`src/design/cdad_pkg.sv`:
```
// ----------------------------------------------------------------------------
// cdad_pkg
// Shared types, constants and calendar helpers for the date adder.
// ----------------------------------------------------------------------------
package cdad_pkg;

  localparam int DayW       = 5;
  localparam int MonthW     = 4;
  localparam int YearW      = 14;
  localparam int DeltaW     = 16;
  localparam int AccW       = 17;
  localparam int YearAccW   = 16;
  localparam int InDataW    = 40;
  localparam int OutDataW   = 24;

  localparam logic [MonthW-1:0] MonthFirst = 4'd1;
  localparam logic [MonthW-1:0] MonthLast  = 4'd12;
  localparam logic [YearW-1:0]  Cycle400   = 14'd400;
  localparam logic [YearW-1:0]  Cycle400M1 = 14'd399;
  localparam logic [YearW-1:0]  Cent1      = 14'd100;
  localparam logic [YearW-1:0]  Cent2      = 14'd200;
  localparam logic [YearW-1:0]  Cent3      = 14'd300;
  localparam logic [YearW-1:0]  YearMax    = 14'd9999;
  localparam logic [DayW-1:0]   DayMax     = 5'd31;

  localparam logic [MonthW-1:0] MonApr = 4'd4;
  localparam logic [MonthW-1:0] MonJun = 4'd6;
  localparam logic [MonthW-1:0] MonSep = 4'd9;
  localparam logic [MonthW-1:0] MonNov = 4'd11;
  localparam logic [MonthW-1:0] MonFeb = 4'd2;

  typedef enum logic [1:0] {
    ST_IDLE,
    ST_MOD,
    ST_NORM,
    ST_DONE
  } state_t;

  // The argument is the year reduced modulo 400.
  function automatic logic is_leap(input logic [YearW-1:0] ymod);
    logic century;
    century = (ymod == Cent1) || (ymod == Cent2) || (ymod == Cent3);
    return (ymod == '0) || (!century && (ymod[1:0] == 2'b00));
  endfunction

  function automatic logic [DayW-1:0] month_days(input logic [MonthW-1:0] m,
                                                 input logic leap);
    logic [DayW-1:0] r;
    unique case (m)
      MonApr, MonJun, MonSep, MonNov: r = 5'd30;
      MonFeb:                         r = leap ? 5'd29 : 5'd28;
      default:                        r = 5'd31;
    endcase
    return r;
  endfunction

endpackage

```
`src/design/calendar_date_add_days_top.sv`:
```
// ----------------------------------------------------------------------------
// calendar_date_add_days_top
// Adds a signed day count to a Gregorian date, one month per cycle.
// ----------------------------------------------------------------------------
// An item goes from its transfer through a year reduction and a walk across M
// months, where M is the number of months the sum of day and delta walks
// across: the year is first reduced modulo 400 for the leap test, and one
// shared add/compare unit then steps the day count one month per cycle,
// about 1077 months for the largest delta. The result sits in an output
// register; a new item is taken as soon as the sequencer is idle, even while
// an earlier result waits. A result year outside 1..9999 saturates the date
// and sets the flag in m_tuser.
module calendar_date_add_days_top (
  input  logic                          clk,
  input  logic                          rst,
  input  logic                          s_tvalid,
  output logic                          s_tready,
  // in_day, in_month, in_year, day_delta, zero pad (from bit 0 up)
  input  logic [cdad_pkg::InDataW-1:0]  s_tdata,
  output logic                          m_tvalid,
  input  logic                          m_tready,
  // out_day, out_month, out_year, zero pad (from bit 0 up)
  output logic [cdad_pkg::OutDataW-1:0] m_tdata,
  // range_error
  output logic                          m_tuser
);

  cdad_pkg::state_t                    state, state_next;
  logic signed [cdad_pkg::AccW-1:0]    day_acc, day_acc_next;
  logic [cdad_pkg::MonthW-1:0]         month, month_next;
  logic signed [cdad_pkg::YearAccW-1:0] year, year_next;
  logic [cdad_pkg::YearW-1:0]          ymod, ymod_next;

  logic [cdad_pkg::DayW-1:0]   in_day;
  logic [cdad_pkg::MonthW-1:0] in_month;
  logic [cdad_pkg::YearW-1:0]  in_year;
  logic [cdad_pkg::DeltaW-1:0] day_delta;

  logic [cdad_pkg::MonthW-1:0] month_prev;
  logic [cdad_pkg::YearW-1:0]  ymod_prev;
  logic [cdad_pkg::DayW-1:0]   md_cur, md_prev;
  logic                        day_low, day_high;
  logic signed [cdad_pkg::AccW-1:0] addend, sum;
  logic                        load_out;
  logic                        err_low, err_high;
  logic [cdad_pkg::DayW-1:0]   res_day;
  logic [cdad_pkg::MonthW-1:0] res_month;
  logic [cdad_pkg::YearW-1:0]  res_year;

  assign in_day    = s_tdata[4:0];
  assign in_month  = s_tdata[8:5];
  assign in_year   = s_tdata[22:9];
  assign day_delta = s_tdata[38:23];

  assign s_tready = (state == cdad_pkg::ST_IDLE);

  // Shared month step: borrow the previous month or consume the current one.
  assign month_prev = (month == cdad_pkg::MonthFirst) ? cdad_pkg::MonthLast
                                                      : month - 4'd1;
  assign ymod_prev  = (month != cdad_pkg::MonthFirst) ? ymod :
                      (ymod == '0) ? cdad_pkg::Cycle400M1 : ymod - 14'd1;
  assign md_cur   = cdad_pkg::month_days(month, cdad_pkg::is_leap(ymod));
  assign md_prev  = cdad_pkg::month_days(month_prev, cdad_pkg::is_leap(ymod_prev));
  assign day_low  = (day_acc < 17'sd1);
  assign day_high = (day_acc > $signed({12'b0, md_cur}));
  assign addend   = day_low ? $signed({12'b0, md_prev}) : -$signed({12'b0, md_cur});
  assign sum      = day_acc + addend;

  assign err_low  = (year < 16'sd1);
  assign err_high = (year > $signed({2'b0, cdad_pkg::YearMax}));

  always_comb begin
    res_day   = day_acc[cdad_pkg::DayW-1:0];
    res_month = month;
    res_year  = year[cdad_pkg::YearW-1:0];
    if (err_low) begin
      res_day   = 5'd1;
      res_month = cdad_pkg::MonthFirst;
      res_year  = 14'd1;
    end else if (err_high) begin
      res_day   = cdad_pkg::DayMax;
      res_month = cdad_pkg::MonthLast;
      res_year  = cdad_pkg::YearMax;
    end
  end

  always_comb begin
    state_next   = state;
    day_acc_next = day_acc;
    month_next   = month;
    year_next    = year;
    ymod_next    = ymod;
    load_out     = 1'b0;
    unique case (state)
      cdad_pkg::ST_IDLE: begin
        if (s_tvalid) begin
          day_acc_next = $signed({day_delta[cdad_pkg::DeltaW-1], day_delta})
                         + $signed({12'b0, in_day});
          if (in_month < cdad_pkg::MonthFirst) begin
            month_next = cdad_pkg::MonthFirst;
          end else if (in_month > cdad_pkg::MonthLast) begin
            month_next = cdad_pkg::MonthLast;
          end else begin
            month_next = in_month;
          end
          year_next  = $signed({2'b0, in_year});
          ymod_next  = in_year;
          state_next = cdad_pkg::ST_MOD;
        end
      end
      cdad_pkg::ST_MOD: begin
        if (ymod >= cdad_pkg::Cycle400) begin
          ymod_next = ymod - cdad_pkg::Cycle400;
        end else begin
          state_next = cdad_pkg::ST_NORM;
        end
      end
      cdad_pkg::ST_NORM: begin
        if (day_low) begin
          day_acc_next = sum;
          month_next   = month_prev;
          ymod_next    = ymod_prev;
          if (month == cdad_pkg::MonthFirst) begin
            year_next = year - 16'sd1;
          end
        end else if (day_high) begin
          day_acc_next = sum;
          if (month == cdad_pkg::MonthLast) begin
            month_next = cdad_pkg::MonthFirst;
            year_next  = year + 16'sd1;
            ymod_next  = (ymod == cdad_pkg::Cycle400M1) ? '0 : ymod + 14'd1;
          end else begin
            month_next = month + 4'd1;
          end
        end else begin
          state_next = cdad_pkg::ST_DONE;
        end
      end
      cdad_pkg::ST_DONE: begin
        if (!m_tvalid || m_tready) begin
          load_out   = 1'b1;
          state_next = cdad_pkg::ST_IDLE;
        end
      end
      default: state_next = cdad_pkg::ST_IDLE;
    endcase
  end

  always_ff @(posedge clk) begin
    if (rst) begin
      state    <= cdad_pkg::ST_IDLE;
      m_tvalid <= 1'b0;
    end else begin
      state <= state_next;
      if (load_out) begin
        m_tvalid <= 1'b1;
      end else if (m_tready) begin
        m_tvalid <= 1'b0;
      end
    end
  end

  always_ff @(posedge clk) begin
    day_acc <= day_acc_next;
    month   <= month_next;
    year    <= year_next;
    ymod    <= ymod_next;
    if (load_out) begin
      m_tdata <= {1'b0, res_year, res_month, res_day};
      m_tuser <= err_low || err_high;
    end
  end

  a_month_range: assert property (@(posedge clk) disable iff (rst)
    (state == cdad_pkg::ST_NORM) |-> (month >= cdad_pkg::MonthFirst) &&
                                     (month <= cdad_pkg::MonthLast))
    else $error("month left 1..12 during normalization");

  a_ymod_range: assert property (@(posedge clk) disable iff (rst)
    (state == cdad_pkg::ST_NORM) |-> (ymod < cdad_pkg::Cycle400))
    else $error("year residue not reduced below 400");

  a_accept_starts: assert property (@(posedge clk) disable iff (rst)
    (s_tvalid && s_tready) |=> (state == cdad_pkg::ST_MOD))
    else $error("accepted transfer did not start the sequencer");

  a_done_in_month: assert property (@(posedge clk) disable iff (rst)
    (state == cdad_pkg::ST_DONE) |-> (day_acc >= 17'sd1) &&
                                     (day_acc <= $signed({12'b0, md_cur})))
    else $error("day not normalized into its month");

  a_sat_year: assert property (@(posedge clk) disable iff (rst)
    (m_tvalid && m_tuser) |-> (m_tdata[22:9] == 14'd1) ||
                              (m_tdata[22:9] == cdad_pkg::YearMax))
    else $error("saturated result with a year other than 1 or 9999");

endmodule

```
`config.mk`:
```
export PLATFORM = sky130hd
export DESIGN_NAME = calendar_date_add_days_top
export DESIGN_NICKNAME = d
export VERILOG_FILES = /design/src/design/cdad_pkg.sv /design/src/design/calendar_date_add_days_top.sv
export SDC_FILE = /design/constraint.sdc
export NUM_CORES = 1
export LEC_CHECK = 0
export BUFFER_PORTS_ARGS = -buffer_cell sky130_fd_sc_hd__buf_4
export CORE_ASPECT_RATIO = 1.75
export CORE_MARGIN = 3
export CORE_UTILIZATION = 35
export CTS_CLUSTER_DIAMETER = 120
export DETAILED_ROUTE_END_ITERATION = 8
export PLACE_DENSITY = 0.51
export SYNTH_ARGS = -nofsm -noshare
export SYNTH_HDL_FRONTEND = slang
export SYNTH_SLANG_ARGS = --single-unit
```
`constraint.sdc`:
```
create_clock -name clk -period 5.1 [get_ports clk]
set_input_delay 0.51 -clock clk [delete_from_list [all_inputs] [get_ports clk]]
set_output_delay 0.51 -clock clk [all_outputs]
set_load 0.05 [all_outputs]
```
==> results.ini <==
[floorplanning]
dieHeight_um=189
start_util_pct=35.8
num_io_pins=71
die-area_sq_um=20800
dieWidth_um=110
fp.coreArea_sq_um=18700
rows=66

[power_and_ir_drop]
power.density_nw_per_um2=701
irDropWorstVdd_mv=0.262
leakage_nw=3.08

[global_route]
grt_usage_pct=19.4
grt.overflow.total=0
grt_max_degree=51
grt_pass1_vias=6201
antenna_found_initial=0
grt_pass1_wl_um=32500

[timing]
relSlewSlack_pct=46.2
period_needed_ns=4.81
rsz0062_at_grt=false
max_freq_ghz=0.208
fin_crit_sh_pct=94.3
finalSetupViolCount=0
totalNegativeSetupSlack_ns=0
fin_ws_ns=0.290
tightestPinTransition_ns=0.798
maxSlewViolCount=0
skew_ns=0.0175
hold_violations=0

[logic_synthesis]
yosys-top-cells-count=94 x nor2_1, 75 x edfxtp_1, 54 x nand2_1
synth_top_area_share_pct=33.7
synth_top_family_by_area=simple AND/OR/NAND/NOR gates
post-synth-top-count-cell=nor2_1
synth_mux_area_share_pct=3.52
yosysWarnings=0
synthesis.nets=846
yosys.area_share.xor_xnor_pct=8.79
syn_avg_cell_area_sq_um=8.84
seq_area_frac_synth_pct=34.6
ys_ff_latch=78
synth.area.top_cells=edfxtp_1 34%, ha_1 8.4%, nor2_1 5.3%
synth_area_leader_cell=edfxtp_1
synth-edff-count=75
synth-adder-area-share_pct=9.03
synth_cells=755
ys_async_sr_fraction_pct=0
synth.distinct_cells=78
synth_area_sq_um=6680
synth_top_flop_cell=edfxtp_1
synth_compound_area_share_pct=17.2
synth-simple-area-share_pct=21.9

[placed_design]
hpwl_um=15500
dp.cells=1055
globalplace.congestion=0.912
place.port_buffers=68
post-place-ws_ns=0.215
placed_area_sq_um=7580

[routing]
dr.first_iter.drc_count=364
drt-vias-per-instance=5.59
wl_per_cell_um=18.9
final_antenna_net_count=0
drc_errors=0
vias=5989
finalWirelength_um=20200
dr.pass1.iters=6

[layout]
regArea_sq_um=2310
finish.utilization_pct=42.2
syn2layout_area_growth_pct=18.0
finalNetCount=919
drive_above_1_share_pct=17.5
n_antenna_cell=0
num-fill-cells=1921
multi_input_area_sq_um=4050
stdcell_area_sq_um=7880
fin_cells=1071

[clocking]
clk_latency_ns=0.36
numClockSinks=78
cts_buffers=9
ctsResizeCount=0
cts-hold-fix-buffers=0
clock-root-buffer=clkbuf_16
post_cts_buffers=0
cts_tree=built
clk_path_buf_depth=2
clk_pin_slew_ns=0.08
h-tree-depth=3

[setup_path]
cp.arrival_ns=4.94
worstReg2RegStart=month[0]
start_kind=flop
cp-end-kind=flop
path_max_fanout=9
cp.required_ns=5.23
crit_type=flop to flop
worstReg2RegEnd=day_acc[16]
ff2ff_path_depth=18
r2r_setup_slack_ns=0.29

[hold_path]
min_path_type=primary input to flop
hold_depth=2
hold_path_end=m_tvalid
worstHoldStart=rst

[run]
drv_cap=0

[status]
outcome=complete, no violations

per-stage QoR:
step / power [mW] / hold slack, ns
after floorplan: 3.82 / 0.518
after global placement: 4.77 / 0.547
after detailed placement: 4.83 / 0.583
after CTS: 5.54 / 0.323
after global routing: 5.98 / 0.327
final: 5.52 / 0.331
layout make-up:
cell class	count	share of cell area (%)
Clock buffer	10	2.91
Clock inverter	6	0.890
Inverter	44	2.10
Multi-Input combinational cell	595	51.4
Sequential cell	78	29.4
Tap cell	238	3.78
Timing Repair Buffer	100	9.53
registers in the layout (all words and copies together), names as in the netlist:
| name | flops |
|---|---|
| state | 2 |
| day_acc | 17 |
| ymod | 14 |
| month | 4 |
| m_tvalid | 1 |
| m_tuser | 1 |
| year | 16 |
| m_tdata | 23 |
cell families after synthesis:
family          Yosys count
other cells               1
simple gates            288
xor+xnor                 67
flops                    78
fa+ha+maj                47
mux                      21
compound gates          171
buf+inv                  82
layout by cell type (no fill, tap or decap), types with 9 or more instances in the layout:
master,instances
buf_4,100
nor2_1,94
edfxtp_1,75
nand2_1,54
ha_1,44
inv_1,42
xnor2_1,39
o21ai_0,37
a21oi_1,32
nand3_1,29
xor2_1,28
nor3_1,18
a31oi_1,14
and3_1,11
nor2b_1,10
nand4_1,10
o211ai_1,10
mux2i_1,10
mux2_2,10
o21a_1,9
o22ai_1,9
clkbuf_16,9
power breakdown:
group	total, mW	switching (mW)	internal [mW]	leakage (nW)
Combinational	3.41	2.06	1.35	2.20
Sequential	1.42	0.294	1.13	0.743
Clock	0.689	0.304	0.385	0.143
Total	5.52	2.66	2.86	3.08
critical path, cell delays in order, from the launching register on:
cell	delay (ns)
edfxtp_1	0.51
ha_1	0.23
or3b_4	0.41
or4_4	0.53
a2111oi_4	0.40
nand4_1	0.15
a211o_1	0.31
nand2_1	0.08
a31oi_1	0.15
ha_1	0.24
inv_1	0.07
fa_1	0.20
nor2b_1	0.07
o31ai_1	0.28
a21oi_1	0.19
a31oi_1	0.29
o21a_1	0.20
o2111ai_1	0.11
o311ai_0	0.17
worst max path at each step:
| stage | cells past startpoint | startpoint | to | slack, ns |
|---|---|---|---|---|
| 2_1_floorplan | 20 | month[1] | day_acc[14] | 0.67 |
| 3_5_place_dp | 20 | month[1] | day_acc[16] | 0.22 |
| 3_3_place_gp | 20 | month[1] | day_acc[16] | 0.27 |
| 4_1_cts | 20 | month[1] | day_acc[16] | 0.22 |
| 5_1_grt | 20 | month[1] | day_acc[14] | 0.05 |
| 6_report | 18 | month[0] | day_acc[16] | 0.29 |
layer usage:
metal,up-vias,global-route usage (%),share of wire [%]
met1,2918,20.3,37
li1,2900,-,-
met3,35,2.31,2.8
met4,0,7.92,3.3
met2,136,38.4,57
met5,-,0,0
No activity file was read; power rests on OpenSTA's default activity.
